<file path="src/asp_pkg.sv">
package asp_pkg;

    localparam logic [7:0] ESC_BYTE   = 8'h1B;
    localparam logic [7:0] LBRACKET   = 8'h5B;
    localparam logic [7:0] SEMICOLON  = 8'h3B;
    localparam logic [7:0] FINAL_LO   = 8'h40;
    localparam logic [7:0] FINAL_HI   = 8'h7E;
    localparam logic [7:0] FINAL_SGR  = 8'h6D;
    localparam logic [7:0] DIGIT_0    = 8'h30;
    localparam logic [7:0] DIGIT_9    = 8'h39;

    localparam logic       REG_DEFAULT_FG = 1'b0;
    localparam logic       REG_DEFAULT_BG = 1'b1;

    typedef enum logic [2:0] {
        ST_IDLE,
        ST_EMIT_ESC,
        ST_EMIT_CHAR,
        ST_APPLY,
        ST_WAIT
    } t_state;

    // parse mode
    typedef enum logic [1:0] {
        PM_TEXT,
        PM_ESC,
        PM_CSI
    } t_mode;

    // controller -> datapath
    typedef struct packed {
        logic load_byte;
        logic digit;
        logic end_field;
        logic open_csi;
        logic apply_start;
        logic apply_step;
        logic emit_esc;
        logic emit_char;
    } t_ctrl;

    // datapath -> controller
    typedef struct packed {
        logic apply_done;
        logic out_busy;
    } t_stat;

    // one basic color, bright lifts a zero component to 128
    function automatic logic [23:0] basic_color(input logic [2:0] code, input logic bright);
        logic [7:0] off;
        begin
            off = bright ? 8'd128 : 8'd0;
            basic_color = {code[0] ? 8'd255 : off,
                           code[1] ? 8'd255 : off,
                           code[2] ? 8'd255 : off};
        end
    endfunction

    // gray ramp level, round to nearest of g/23*255
    function automatic logic [7:0] gray_level(input logic [4:0] gy);
        begin
            case (gy)
                5'd0:    gray_level = 8'd0;
                5'd1:    gray_level = 8'd11;
                5'd2:    gray_level = 8'd22;
                5'd3:    gray_level = 8'd33;
                5'd4:    gray_level = 8'd44;
                5'd5:    gray_level = 8'd55;
                5'd6:    gray_level = 8'd67;
                5'd7:    gray_level = 8'd78;
                5'd8:    gray_level = 8'd89;
                5'd9:    gray_level = 8'd100;
                5'd10:   gray_level = 8'd111;
                5'd11:   gray_level = 8'd122;
                5'd12:   gray_level = 8'd133;
                5'd13:   gray_level = 8'd144;
                5'd14:   gray_level = 8'd155;
                5'd15:   gray_level = 8'd166;
                5'd16:   gray_level = 8'd177;
                5'd17:   gray_level = 8'd188;
                5'd18:   gray_level = 8'd200;
                5'd19:   gray_level = 8'd211;
                5'd20:   gray_level = 8'd222;
                5'd21:   gray_level = 8'd233;
                5'd22:   gray_level = 8'd244;
                default: gray_level = 8'd255;
            endcase
        end
    endfunction

    // 256 color palette entry
    function automatic logic [23:0] indexed_color(input logic [7:0] idx);
        logic [7:0]  v;
        logic [13:0] q36;
        logic [13:0] q6;
        logic [2:0]  r;
        logic [2:0]  g;
        logic [2:0]  b;
        logic [7:0]  rr;
        begin
            v   = idx - 8'd16;
            // v / 36 and rr / 6 by reciprocal multiply, exact over the cube
            q36 = 14'(v) * 14'd57;
            r   = q36[13:11];
            rr  = v - 8'(r) * 8'd36;
            q6  = 14'(rr) * 14'd43;
            g   = q6[10:8];
            b   = 3'(rr - 8'(g) * 8'd6);
            if (idx < 8'd16) begin
                indexed_color = basic_color(idx[2:0], idx[3]);
            end else if (idx < 8'd232) begin
                indexed_color = {8'(r) * 8'd51, 8'(g) * 8'd51, 8'(b) * 8'd51};
            end else begin
                indexed_color = {3{gray_level(5'(idx - 8'd232))}};
            end
        end
    endfunction

endpackage

</file>
<file path="src/asp_ram.sv">
module asp_ram #(
    parameter int WIDTH = 16,
    parameter int DEPTH = 16
) (
    input  logic                     i_clk,
    input  logic                     i_we,
    input  logic [$clog2(DEPTH)-1:0] i_waddr,
    input  logic [WIDTH-1:0]         i_wdata,
    input  logic [$clog2(DEPTH)-1:0] i_raddr,
    output logic [WIDTH-1:0]         o_rdata
);
    logic [WIDTH-1:0] r_mem [DEPTH];
    logic [WIDTH-1:0] r_rdata;

    always_ff @(posedge i_clk) begin
        if (i_we) begin
            r_mem[i_waddr] <= i_wdata;
        end
        r_rdata <= r_mem[i_raddr];
    end

    assign o_rdata = r_rdata;
endmodule

</file>
<file path="src/asp_ctrl.sv">
module asp_ctrl (
    input  logic           i_clk,
    input  logic           i_rst_n,
    input  logic           i_valid,
    input  logic [7:0]     i_byte,
    input  asp_pkg::t_stat i_stat,
    output logic           o_stall,
    output asp_pkg::t_ctrl o_ctrl
);
    import asp_pkg::*;

    t_state r_state, n_state;
    t_mode  r_mode, n_mode;
    logic   w_acc;
    logic   w_final;
    logic   w_digit;

    assign w_acc   = i_valid && !o_stall;
    assign w_final = (i_byte >= FINAL_LO) && (i_byte <= FINAL_HI);
    assign w_digit = (i_byte >= DIGIT_0) && (i_byte <= DIGIT_9);

    // next state
    always_comb begin
        n_state = r_state;
        n_mode  = r_mode;
        unique case (r_state)
            ST_IDLE: begin
                if (w_acc) begin
                    if (r_mode == PM_CSI) begin
                        if (w_final) begin
                            n_mode  = PM_TEXT;
                            n_state = (i_byte == FINAL_SGR) ? ST_APPLY : ST_IDLE;
                        end
                    end else if (r_mode == PM_ESC) begin
                        if (i_byte == LBRACKET) begin
                            n_mode = PM_CSI;
                        end else begin
                            n_state = ST_EMIT_ESC;
                            n_mode  = (i_byte == ESC_BYTE) ? PM_ESC : PM_TEXT;
                        end
                    end else if (i_byte == ESC_BYTE) begin
                        n_mode = PM_ESC;
                    end else begin
                        n_state = ST_EMIT_CHAR;
                    end
                end
            end
            ST_EMIT_ESC: begin
                if (!i_stat.out_busy) begin
                    n_state = (r_mode == PM_ESC) ? ST_WAIT : ST_EMIT_CHAR;
                end
            end
            ST_EMIT_CHAR: begin
                if (!i_stat.out_busy) n_state = ST_WAIT;
            end
            ST_APPLY: begin
                if (i_stat.apply_done) n_state = ST_IDLE;
            end
            ST_WAIT: begin
                if (!i_stat.out_busy) n_state = ST_IDLE;
            end
            default: n_state = ST_IDLE;
        endcase
    end

    // outputs
    always_comb begin
        o_ctrl  = '0;
        o_stall = 1'b1;
        unique case (r_state)
            ST_IDLE: begin
                o_stall = 1'b0;
                o_ctrl.load_byte = w_acc;
                if (w_acc && r_mode == PM_CSI) begin
                    o_ctrl.digit       = w_digit;
                    o_ctrl.end_field   = w_final || (i_byte == SEMICOLON);
                    o_ctrl.apply_start = i_byte == FINAL_SGR;
                end
                if (w_acc && r_mode == PM_ESC && i_byte == LBRACKET) begin
                    o_ctrl.open_csi = 1'b1;
                end
            end
            ST_EMIT_ESC:  o_ctrl.emit_esc  = !i_stat.out_busy;
            ST_EMIT_CHAR: o_ctrl.emit_char = !i_stat.out_busy;
            ST_APPLY:     o_ctrl.apply_step = 1'b1;
            ST_WAIT:      o_ctrl = '0;
            default:      o_ctrl = '0;
        endcase
    end

    always_ff @(posedge i_clk) begin
        if (!i_rst_n) begin
            r_state <= ST_IDLE;
            r_mode  <= PM_TEXT;
        end else begin
            r_state <= n_state;
            r_mode  <= n_mode;
        end
    end
endmodule

</file>
<file path="src/asp_datapath.sv">
module asp_datapath #(
    parameter int MAX_PARAMS = 16,
    parameter int PARAM_BITS = 16
) (
    input  logic           i_clk,
    input  logic           i_rst_n,
    input  logic [7:0]     i_byte,
    input  asp_pkg::t_ctrl i_ctrl,
    input  logic           i_cfg_we,
    input  logic           i_cfg_idx,
    input  logic [23:0]    i_cfg_data,
    input  logic           i_out_stall,
    output asp_pkg::t_stat o_stat,
    output logic           o_valid,
    output logic [7:0]     o_char_code,
    output logic [7:0]     o_attributes,
    output logic [23:0]    o_fg_color,
    output logic [23:0]    o_bg_color,
    output logic           o_new_segment,
    output logic           o_last
);
    import asp_pkg::*;

    localparam int AW = $clog2(MAX_PARAMS);
    localparam int CW = $clog2(MAX_PARAMS + 1);
    localparam logic [PARAM_BITS-1:0] PMAX = '1;

    // apply walk phases
    typedef enum logic [2:0] {
        AP_CODE, AP_SEL, AP_IDX, AP_R, AP_G, AP_B
    } t_aph;

    logic [23:0] r_def_fg, r_def_bg;
    logic [PARAM_BITS-1:0] r_field, n_field;
    logic        r_fstat;
    logic [CW-1:0] r_count;
    logic [7:0]  r_flags;
    logic [23:0] r_fg, r_bg;
    logic        r_seg_open;
    logic [7:0]  r_byte;

    // apply walk
    logic [CW-1:0] r_rd;      // next address to read
    logic [CW-1:0] r_cur;     // index of the data now on the RAM output
    logic          r_prime;
    logic          r_active;
    t_aph          r_aph;
    logic          r_is_fg;
    logic [7:0]    r_cr, r_cg;
    logic [PARAM_BITS-1:0] w_p;
    logic [AW-1:0] w_raddr;

    // output register
    logic        r_ovalid;
    logic [7:0]  r_ochar;
    logic [7:0]  r_oattr;
    logic [23:0] r_ofg, r_obg;
    logic        r_oseg, r_olast;

    // field accumulate with saturation
    logic [PARAM_BITS+3:0] w_mul;
    always_comb begin
        w_mul = {r_field, 3'b0} + {3'b0, r_field, 1'b0} + (PARAM_BITS+4)'(i_byte - DIGIT_0);
        n_field = (w_mul > (PARAM_BITS+4)'(PMAX)) ? PMAX : w_mul[PARAM_BITS-1:0];
    end

    logic w_we;
    assign w_we = i_ctrl.end_field && r_fstat && (r_count < CW'(MAX_PARAMS));

    assign w_raddr = r_rd[AW-1:0];

    asp_ram #(.WIDTH(PARAM_BITS), .DEPTH(MAX_PARAMS)) u_ram (
        .i_clk  (i_clk),
        .i_we   (w_we),
        .i_waddr(r_count[AW-1:0]),
        .i_wdata(r_field),
        .i_raddr(w_raddr),
        .o_rdata(w_p)
    );

    logic [CW-1:0] w_cnt_fin;
    assign w_cnt_fin = r_count;

    logic w_sat8;
    logic [7:0] w_p8;
    assign w_sat8 = w_p > PARAM_BITS'(255);
    assign w_p8   = w_sat8 ? 8'd255 : w_p[7:0];

    logic w_emit;
    assign w_emit = i_ctrl.emit_esc || i_ctrl.emit_char;
    assign o_stat.out_busy   = r_ovalid && i_out_stall;
    assign o_stat.apply_done = r_active && !r_prime && (r_cur >= r_count);

    always_ff @(posedge i_clk) begin
        if (!i_rst_n) begin
            r_def_fg   <= 24'hFFFFFF;
            r_def_bg   <= 24'h000000;
            r_field    <= '0;
            r_fstat    <= 1'b0;
            r_count    <= '0;
            r_flags    <= '0;
            r_fg       <= 24'hFFFFFF;
            r_bg       <= 24'h000000;
            r_seg_open <= 1'b0;
            r_active   <= 1'b0;
            r_ovalid   <= 1'b0;
        end else begin
            if (i_cfg_we) begin
                if (i_cfg_idx == REG_DEFAULT_FG) r_def_fg <= i_cfg_data;
                else                             r_def_bg <= i_cfg_data;
            end
            if (i_ctrl.load_byte) r_byte <= i_byte;
            if (i_ctrl.open_csi) begin
                r_field <= '0;
                r_fstat <= 1'b0;
                r_count <= '0;
            end
            if (i_ctrl.digit) begin
                r_field <= n_field;
                r_fstat <= 1'b1;
            end
            if (i_ctrl.end_field) begin
                if (w_we) r_count <= r_count + 1'b1;
                r_field <= '0;
                r_fstat <= 1'b0;
                r_seg_open <= !(i_byte >= FINAL_LO && i_byte <= FINAL_HI) && r_seg_open;
            end

            // start the walk
            if (i_ctrl.apply_start) begin
                r_active <= 1'b1;
                r_prime  <= 1'b1;
                r_rd     <= '0;
                r_cur    <= '0;
                r_aph    <= AP_CODE;
            end
            if (i_ctrl.apply_step && r_active) begin
                if (r_prime) begin
                    // first read issued; empty list resets
                    r_prime <= 1'b0;
                    r_rd    <= r_rd + 1'b1;
                    if (w_cnt_fin == '0) begin
                        r_flags <= '0;
                        r_fg    <= r_def_fg;
                        r_bg    <= r_def_bg;
                    end
                end else if (r_cur >= r_count) begin
                    r_active <= 1'b0;
                end else begin
                    r_rd  <= r_rd + 1'b1;
                    r_cur <= r_cur + 1'b1;
                    case (r_aph)
                        AP_CODE: begin
                            if (w_p == 0) begin
                                r_flags <= '0;
                                r_fg <= r_def_fg;
                                r_bg <= r_def_bg;
                            end else if (w_p == 1) begin
                                r_flags <= (r_flags | 8'h01) & ~8'h02;
                            end else if (w_p == 2) begin
                                r_flags <= (r_flags | 8'h02) & ~8'h01;
                            end else if (w_p >= 3 && w_p <= 5) begin
                                r_flags <= r_flags | (8'h01 << (w_p[2:0] - 3'd1));
                            end else if (w_p >= 7 && w_p <= 9) begin
                                r_flags <= r_flags | (8'h01 << (w_p[3:0] - 4'd2));
                            end else if (w_p == 22) begin
                                r_flags <= r_flags & ~8'h03;
                            end else if (w_p >= 23 && w_p <= 25) begin
                                r_flags <= r_flags & ~(8'h01 << (w_p[4:0] - 5'd21));
                            end else if (w_p >= 27 && w_p <= 29) begin
                                r_flags <= r_flags & ~(8'h01 << (w_p[4:0] - 5'd22));
                            end else if (w_p >= 30 && w_p <= 37) begin
                                r_fg <= basic_color(3'(w_p[5:0] - 6'd30), 1'b0);
                            end else if (w_p >= 90 && w_p <= 97) begin
                                r_fg <= basic_color(3'(w_p[6:0] - 7'd90), 1'b1);
                            end else if (w_p >= 40 && w_p <= 47) begin
                                r_bg <= basic_color(3'(w_p[5:0] - 6'd40), 1'b0);
                            end else if (w_p >= 100 && w_p <= 107) begin
                                r_bg <= basic_color(3'(w_p[6:0] - 7'd100), 1'b1);
                            end else if (w_p == 39) begin
                                r_fg <= r_def_fg;
                            end else if (w_p == 49) begin
                                r_bg <= r_def_bg;
                            end else if (w_p == 38 || w_p == 48) begin
                                r_is_fg <= (w_p == 38);
                                r_aph   <= AP_SEL;
                            end
                        end
                        AP_SEL: begin
                            if (w_p == 5 && r_cur + 1'b1 < r_count) r_aph <= AP_IDX;
                            else if (w_p == 2 && r_cur + 2'd3 < r_count) r_aph <= AP_R;
                            else r_aph <= AP_CODE;
                        end
                        AP_IDX: begin
                            r_aph <= AP_CODE;
                            if (w_p <= PARAM_BITS'(255)) begin
                                if (r_is_fg) r_fg <= indexed_color(w_p[7:0]);
                                else         r_bg <= indexed_color(w_p[7:0]);
                            end
                        end
                        AP_R: begin
                            r_cr <= w_p8;
                            r_aph <= AP_G;
                        end
                        AP_G: begin
                            r_cg <= w_p8;
                            r_aph <= AP_B;
                        end
                        AP_B: begin
                            r_aph <= AP_CODE;
                            if (r_is_fg) r_fg <= {r_cr, r_cg, w_p8};
                            else         r_bg <= {r_cr, r_cg, w_p8};
                        end
                        default: r_aph <= AP_CODE;
                    endcase
                end
            end

            // output register
            if (w_emit) begin
                r_ovalid   <= 1'b1;
                r_ochar    <= i_ctrl.emit_esc ? ESC_BYTE : r_byte;
                r_oattr    <= r_flags;
                r_ofg      <= r_fg;
                r_obg      <= r_bg;
                r_oseg     <= !r_seg_open;
                r_olast    <= i_ctrl.emit_char || (r_byte == ESC_BYTE);
                r_seg_open <= 1'b1;
            end else if (r_ovalid && !i_out_stall) begin
                r_ovalid <= 1'b0;
            end
        end
    end

    assign o_valid       = r_ovalid;
    assign o_char_code   = r_ochar;
    assign o_attributes  = r_oattr;
    assign o_fg_color    = r_ofg;
    assign o_bg_color    = r_obg;
    assign o_new_segment = r_oseg;
    assign o_last        = r_olast;
endmodule

</file>
<file path="src/ansi_sgr_stream_parser.sv">
// Path: a text byte is held in r_byte, then emitted from ST_EMIT_CHAR into
// the output register; an ESC then a plain byte leaves two results, the ESC
// first, each as the output register frees. Throughput: 1 byte per cycle
// inside a sequence; a text byte stalls input until the single output
// register is free; final 'm' walks the parameter RAM one entry a cycle.
// Reset: synchronous active low, clears parser, style and defaults.
module ansi_sgr_stream_parser #(
    parameter int MAX_PARAMS = 16,
    parameter int PARAM_BITS = 16
) (
    input  logic        i_clk,
    input  logic        i_rst_n,
    input  logic        i_valid,
    output logic        o_stall,
    input  logic [7:0]  i_in_byte,
    input  logic        i_cfg_we,
    input  logic        i_cfg_idx,
    input  logic [23:0] i_cfg_data,
    output logic        o_valid,
    input  logic        i_stall,
    output logic [7:0]  o_char_code,
    output logic [7:0]  o_attributes,
    output logic [23:0] o_fg_color,
    output logic [23:0] o_bg_color,
    output logic        o_new_segment,
    output logic        o_last
);
    import asp_pkg::*;

    t_ctrl w_ctrl;
    t_stat w_stat;

    asp_ctrl u_ctrl (
        .i_clk  (i_clk),
        .i_rst_n(i_rst_n),
        .i_valid(i_valid),
        .i_byte (i_in_byte),
        .i_stat (w_stat),
        .o_stall(o_stall),
        .o_ctrl (w_ctrl)
    );

    asp_datapath #(.MAX_PARAMS(MAX_PARAMS), .PARAM_BITS(PARAM_BITS)) u_dp (
        .i_clk        (i_clk),
        .i_rst_n      (i_rst_n),
        .i_byte       (i_in_byte),
        .i_ctrl       (w_ctrl),
        .i_cfg_we     (i_cfg_we),
        .i_cfg_idx    (i_cfg_idx),
        .i_cfg_data   (i_cfg_data),
        .i_out_stall  (i_stall),
        .o_stat       (w_stat),
        .o_valid      (o_valid),
        .o_char_code  (o_char_code),
        .o_attributes (o_attributes),
        .o_fg_color   (o_fg_color),
        .o_bg_color   (o_bg_color),
        .o_new_segment(o_new_segment),
        .o_last       (o_last)
    );

    // an emit never overwrites a result still waiting
    a_no_overwrite: assert property (@(posedge i_clk) disable iff (!i_rst_n)
        (w_ctrl.emit_esc || w_ctrl.emit_char) |-> !(o_valid && i_stall))
        else $error("result overwritten");

    // after an ESC emit, the result is not the last one unless it is an ESC
    a_esc_last: assert property (@(posedge i_clk) disable iff (!i_rst_n)
        w_ctrl.emit_esc |=> !o_last || (o_char_code == ESC_BYTE))
        else $error("esc last mismatch");

    // no input taken during the walk
    a_walk_stall: assert property (@(posedge i_clk) disable iff (!i_rst_n)
        w_ctrl.apply_step |-> o_stall)
        else $error("input taken during apply");
endmodule
</file>
<file path="config.mk">
export PLATFORM = sky130hd
export DESIGN_NAME = ansi_sgr_stream_parser
export DESIGN_NICKNAME = d
export VERILOG_FILES = /design/src/asp_pkg.sv /design/src/asp_ram.sv /design/src/asp_ctrl.sv /design/src/asp_datapath.sv /design/src/ansi_sgr_stream_parser.sv
export SDC_FILE = /design/constraint.sdc
export NUM_CORES = 1
export LEC_CHECK = 0
export BUFFER_PORTS_ARGS = -buffer_cell sky130_fd_sc_hd__buf_2
export CORE_MARGIN = 2
export CORE_UTILIZATION = 30
export DETAILED_ROUTE_END_ITERATION = 16
export HOLD_SLACK_MARGIN = 0.08
export PLACE_DENSITY_LB_ADDON = 0.12
export SETUP_SLACK_MARGIN = 0.3
export SLEW_MARGIN = 20
export SYNTH_ARGS = -nofsm -noshare
export SYNTH_HDL_FRONTEND = slang
export SYNTH_SLANG_ARGS = --single-unit
</file>
<file path="constraint.sdc">
create_clock -name i_clk -period 9.75 [get_ports i_clk]
set_input_delay 1.4625 -clock i_clk [delete_from_list [all_inputs] [get_ports i_clk]]
set_output_delay 1.4625 -clock i_clk [all_outputs]
set_load 0.01 [all_outputs]
</file>
Yosys cells after proc, flatten, opt, wreduce, memory -nomap -nowiden --
Memories as Yosys holds them, arrays and structs flattened. A register that Yosys moved wholly into a read port is not among the register bits. Cells that the tools add are included.
Cells by class: add/sub/neg operators 19, multipliers 7, order comparisons 29, equality and inequality tests 57, shifts and indexed selects 4, muxes and demuxes 152, bitwise operators 24, reduce and logical (&&, ||, !) cells 59
Operator list (number):
- $mux 24 | 43
- $mux 8 | 23
- $pmux 24 s3 | 2
- $mux 3 | 31
- $eq 16x6->1 const B | 4
- $mux 5 | 12
- $ge 16x5->1 const B | 3
- $mux 16 | 3
- $mux 7 | 6
- $ne 4x2->1 const B | 9
- $ge 16x7->1 const B | 2
- $le 16x5->1 const B | 2
- $le 16x6->1 const B | 2
- $le 16x7->1 const B | 2
- $logic_and 1x1->1 | 24
- $mul 3x6->8 const B | 3
- $mux 1 | 22
- $add 19x17->20 | 1
- $add 20x20->20 | 1
- $gt 20x16->1 const B | 1
- $reduce_and 20->1 | 1
- $ne 6x2->1 const B | 3
- $not 1->1 | 18
- $reduce_and 18->1 | 1
- other kinds (76) | 132
Word-level totals: register bits after elaboration 239, RAM bits 256, bits in read-only memories 512, input bits 38, output and inout port bits 68, memories 3
Memories:
- (name not given) | words 32, width 8, read ports 1, clocked after memory_dff 0, write ports 0, line asp_pkg.sv:62 | case (gy)
- (name not given) | words 32, width 8, read ports 1, clocked after memory_dff 0, write ports 0, line asp_pkg.sv:62
- u_dp.u_ram.r_mem | words 16, width 16, read ports 1, clocked after memory_dff 1, write ports 1, line asp_ram.sv:12 | logic [WIDTH-1:0] r_mem [DEPTH];

Depth between registers and ports, before layout --
word-level depth 26, gate-level depth with buffers 48

By module --
A second synthesis with hierarchy kept.
Unflattened totals: cells, all modules 2216, area total of the unflattened synthesis 26072.5 sq um
By module, submodules not included:
- asp_datapath | times used 1, cells an instance 1708, area an instance 15488.6 sq um, seq. area each 5705.5 sq um
- asp_ram | times used 1, cells an instance 432, area an instance 10042.1 sq um, seq. area each 8007.7 sq um
- asp_ctrl | times used 1, cells an instance 76, area an instance 541.8 sq um, seq. area each 100.1 sq um

Worst setup path before layout --
Ideal clock, no wire load.
path type register to register, start point register u_dp.u_ram.r_rdata[5], in the netlist u_dp.u_ram.o_rdata[5] (read register of u_dp.u_ram.r_mem), end point register u_dp.r_fg[7], arrival 10.055 ns, required time 9.630 ns, path slack -0.424 ns, cell stages (with the launch flop) 42, path buffers 0, period minus slack after synthesis 10.174 ns, cell sequence dfxtp_1 > clkinv_1 > ha_1 > nand2b_1 > and2_1 > xnor2_1 > ha_1 > ha_1 > ha_1 > ha_1 > a2111oi_2 > a211o_1 > o31ai_4 > inv_4 > xnor2_1 > ha_1 > a21oi_1 > maj3_1 > [... 6 more ...] > inv_1 > ha_1 > nor3_1 > a211oi_1 > o311ai_0 > ha_1 > xnor2_1 > xnor2_1 > ha_1 > inv_1 > ha_1 > a41oi_1 > xnor2_1 > a211oi_1 > a21oi_1 > a221oi_1 > a221oi_2 > a211o_1
Between the ends: longest elaborated chain between the ends 15
RTL lines:
- from (decl) | line asp_ram.sv:13 | logic [WIDTH-1:0] r_rdata;
- $sub 8x5->8, or another cell as far along | line asp_pkg.sv:101 | v = idx - 8'd16;
- $mul 8x6->14 / $logic_and 1x1->1 (equally long branches) | line asp_pkg.sv:103, asp_datapath.sv:174
- $mul 3x4->6 / $mux 24 (equally long branches) | line asp_pkg.sv:105, asp_datapath.sv:174
- $sub 8x8->8 / $mux 24 (equally long branches) | line asp_pkg.sv:105, asp_datapath.sv:172
- $mul 8x6->11 / $mux 24 (equally long branches) | line asp_pkg.sv:106, asp_datapath.sv:170
- $mul 3x2->2 / $mux 24 (equally long branches) | line asp_pkg.sv:108, asp_datapath.sv:168
- $sub 3x3->3 / $mux 24 (equally long branches) | line asp_pkg.sv:108, asp_datapath.sv:166
- $mul 3x6->8 / $mux 24 (equally long branches) | line asp_pkg.sv:112, asp_datapath.sv:164
- $mux 24, on equally long branches | line asp_pkg.sv:111, asp_datapath.sv:162
- $mux 24, on equally long branches | line asp_pkg.sv:109, asp_datapath.sv:160
- $mux 24, on equally long branches | line asp_datapath.sv:197, asp_datapath.sv:158
- $mux 24, on equally long branches | line asp_datapath.sv:196, asp_datapath.sv:154
- $pmux 24 s3 | line asp_datapath.sv:152 | case (r_aph)
- $mux 24 | line asp_datapath.sv:147 | end else if (r_cur >= r_count) begin
- $mux 24 | line asp_datapath.sv:138 | if (r_prime) begin
- to (signal assigned) | line asp_datapath.sv:144 | r_fg <= r_def_fg;
- to (signal assigned) | line asp_datapath.sv:156 | r_fg <= r_def_fg;
- to (signal assigned) | line asp_datapath.sv:197 | if (r_is_fg) r_fg <= indexed_color(w_p[7:0]);
- to (decl) | line asp_datapath.sv:38 | logic [23:0] r_fg, r_bg;
Parallel ways exist; a longest one is shown, timed or not. The select of a mux whose other input is x is not followed. A chain may end at the register's enable or synchronous reset.

Worst setup path after layout --
start point register u_dp.u_ram.r_rdata[4], in the netlist u_dp.u_ram.o_rdata[4] (read register of u_dp.u_ram.r_mem), end point register u_dp.r_bg[2]
Between the ends: longest elaborated chain between the ends 17
RTL lines:
- parallel branches: the longest is 17 deep, another holds $mul 8x6->14
- to (signal assigned) | line asp_datapath.sv:145 | r_bg <= r_def_bg;
- to (signal assigned) | line asp_datapath.sv:157 | r_bg <= r_def_bg;
- to (signal assigned) | line asp_datapath.sv:177 | r_bg <= basic_color(3'(w_p[5:0] - 6'd40), 1'b0);
- to (decl) | line asp_datapath.sv:38
Several ways; the timed one is not identified. The select of a mux whose other input is x is not followed.

==> run metrics <==
Die Wd about 300 µm; Seq/Total Area, Yosys 0.5404; global-route usage over all layers 0.1696; GRT overflow 0; RSZ-0062 raised after global routing true; ANT nets after route 0; TritonCTS clock tree done; fin nets around 2500; worst path arrival time 9750 ps; Worst Skew approximately 29 ps; largest net degree at the start of global routing between 60 and 70; Final Critical Period ~9300 ps; vias in the first global route 17850; initial antenna violation count 1; synthesis-stage register bit count 510; initial DRC count 1073; Clock Latency Late Sink roughly 620 ps; endpoint type of the worst setup path register; period utilisation layout 0.9522; FMAX approximately 0.11 GHz; leakage 11.44 nW; Slew Limit Fails 0; CP max stage delay between 500 and 600 ps; final WL 75170 µm; CP required 10220 ps; post-route DRC violation count 0; crit-path max FO 4; worst slew pin tran 1140 ps; CP most frequent cell ha_4; io pins about 110; Clock Path Buffers 3; final setup fails 0; Slowest cell on crit path fa_1; critical path class reg2reg; Finished Core Util 0.3564; Port Buffers 105; Syn Area/Cell 11.90 µm²; Detailed Routing Iterations Pass 1 5; count leader, synth edfxtp_1; Area Growth Syn to Fin 18.14%; Post-synth EDFFs 360; Pwr Density about 150 nW/µm²; outcome completed; pre-CTS setup slack -151.1 ps; Sink Count 510; Async S/R FF share, synth 0; routability cong. a little over 0.8; final hold viol count 0; Syn Nets around 2300; root buf cell clkbuf_16; number of distinct library cells after synthesis 94; first-pass GRT wire length 112600 µm; max_cap viols 0; Starting Density 0.3016; most common library cells after synthesis edfxtp_1 (360), nand2_1 (236), dfxtp_1 (150); largest area contributor in the netlist edfxtp_1; TritonCTS Buffers between 50 and 60; Synth Flop Type edfxtp_1; Clock Pin Slew Worst Setup and Hold Paths about 60 ps; worst rel slew slack 0.2397; antenna cells 0; Min Hold Slack 431.2 ps; die area ~88000 µm²; vias per cell slightly above 5; wire per inst about 22 µm; Placed Cells roughly 3400; share of cells above drive strength 1 0.2155; Core Region 84750 µm²; yosys warns 0; mapped cell area between 20000 and 30000 µm²; Mapped Cells between 2000 and 2500; Hold Crit Class reg2reg; Max H-tree Level 2; Startpoint Class register; vias about 18000; Synth area leaders edfxtp_1 (42%), dfxtp_1 (12%), mux4_2 (7.0%); non-filler cells, final approximately 3500; Pwr Total around 4.6 mW; worst setup margin between 400 and 500 ps; hpwl dp just under 50000 µm; DIE HEIGHT approximately 300 µm; worst vdd ir 0.1365 mV; share of the synthesized area in the top cell type 0.4229; # rows roughly 110
[per-stage QoR]
step	TNS (ps)	area, µm²
global route	0	30200
global placement	-244.6	27830
floorplan	0	25710
CTS	0	29750
finish	0	30200
detailed placement	-333.7	27840
[power by group]
part | switching, mW | total, mW | internal (mW)
combinational | 0.169 | 0.258 | 0.0886
sequential | 0.0254 | 2.37 | 2.34
clock | 0.881 | 2.01 | 1.13
total | 1.08 | 4.64 | 3.56
[worst paths after layout]
check,from,endpoint,slack (ps),depth (start not counted)
worst min register to register,u_dp.r_fg[1]$_SDFFE_PN1P_,u_dp.o_fg_color[1]$_DFFE_PP_,430,0
worst max-delay path,u_dp.u_ram.o_rdata[4]$_DFF_P_,u_dp.r_bg[2]$_SDFFE_PN0P_,470,39
worst min-delay path,u_dp.r_fg[1]$_SDFFE_PN1P_,u_dp.o_fg_color[1]$_DFFE_PP_,430,0
worst max register to register,u_dp.u_ram.o_rdata[4]$_DFF_P_,u_dp.r_bg[2]$_SDFFE_PN0P_,470,39
[sequential cells by signal, indices dropped and copies added (netlist names), 5 cells and up]
name and cells:
u_dp.r_field 16, u_dp.o_fg_color 24, u_dp.r_def_bg 24, u_dp.r_cur 5
u_dp.o_char_code 8, u_dp.r_cg 8, u_dp.r_bg 24, u_dp.u_ram.o_rdata 16
u_dp.r_def_fg 24, u_dp.r_flags 8, u_dp.o_attributes 8, u_dp.r_byte 8
u_dp.r_fg 24, u_dp.r_cr 8, u_dp.r_count 5, u_dp.u_ram.r_mem 256
u_dp.o_bg_color 24
[routing by layer]
| metal | up-vias | track usage | share of wire | wire length [µm] |
|---|---|---|---|---|
| met5 | - | 0 | 0 | 0 |
| met4 | 0 | 0.04952 | 0.027 | 2028 |
| met3 | 110 | 0.02031 | 0.035 | 2622 |
| met2 | 349 | 0.2929 | 0.50 | 37230 |
| met1 | 8980 | 0.2229 | 0.44 | 33290 |
| li1 | 8321 | - | - | - |
[layout make-up]
cell class / instances / area [µm²]
Clock inverter: 31 / 244.0
Multi-Input combinational cell: 1411 / 11520
Sequential cell: 510 / 13820
Fill cell: 8355 / 54540
Timing Repair Buffer: 202 / 1277
Clock buffer: 73 / 1485
Inverter: 112 / 429.2
Tap cell: 1144 / 1431
[timing repair]
item / CTS / global route
endpoints found under the hold margin: 0 / 0
endpoints found under the setup margin: 22 / 24
gates resized for setup: 20 / 58
pin swaps: 18 / 72
setup buffers: 6 / 13
hold buffers: 0 / 0
[kinds of logic (layout without fill, tap and decap cells)]
group | after synthesis | count (layout) | synth area share
buf+inv | 227 | 418 | 0.03519
fa+ha+maj | 164 | 164 | 0.08786
flops | 510 | 510 | 0.5404
simple gates | 585 | 585 | 0.1075
mux | 87 | 87 | 0.07323
compound gates | 507 | 507 | 0.1315
xor+xnor | 68 | 68 | 0.02438
[placed cells by master (no fill, tap or decap), types with 12 or more instances in the layout]
cell	n
mux4_2	80
buf_4	93
buf_2	105
a221oi_1	25
edfxtp_1	360
ha_4	21
a21oi_1	141
inv_1	98
nor3_1	20
clkinv_1	12
a31oi_1	20
xor2_1	20
o21ai_0	100
nor2_2	16
a211o_1	12
nand4_1	12
o22ai_1	16
a21o_1	14
clkbuf_16	56
clkinv_2	14
nor2_1	97
nand2_1	236
xnor2_1	33
nor2b_1	15
fa_1	27
clkbuf_1	15
o31ai_1	12
nand3_1	72
o211ai_1	38
nand2b_1	31
o21a_1	13
dfxtp_1	148
ha_1	107
[worst max-delay path: cells and delay by family, from the launching register on]
kind	cells	cell delay [ps]
xor+xnor	4	670
flops	1	350
simple gates	3	270
compound gates	11	2450
buf+inv	7	790
fa+ha+maj	14	4640
No activity file was read; power rests on OpenSTA's default activity.
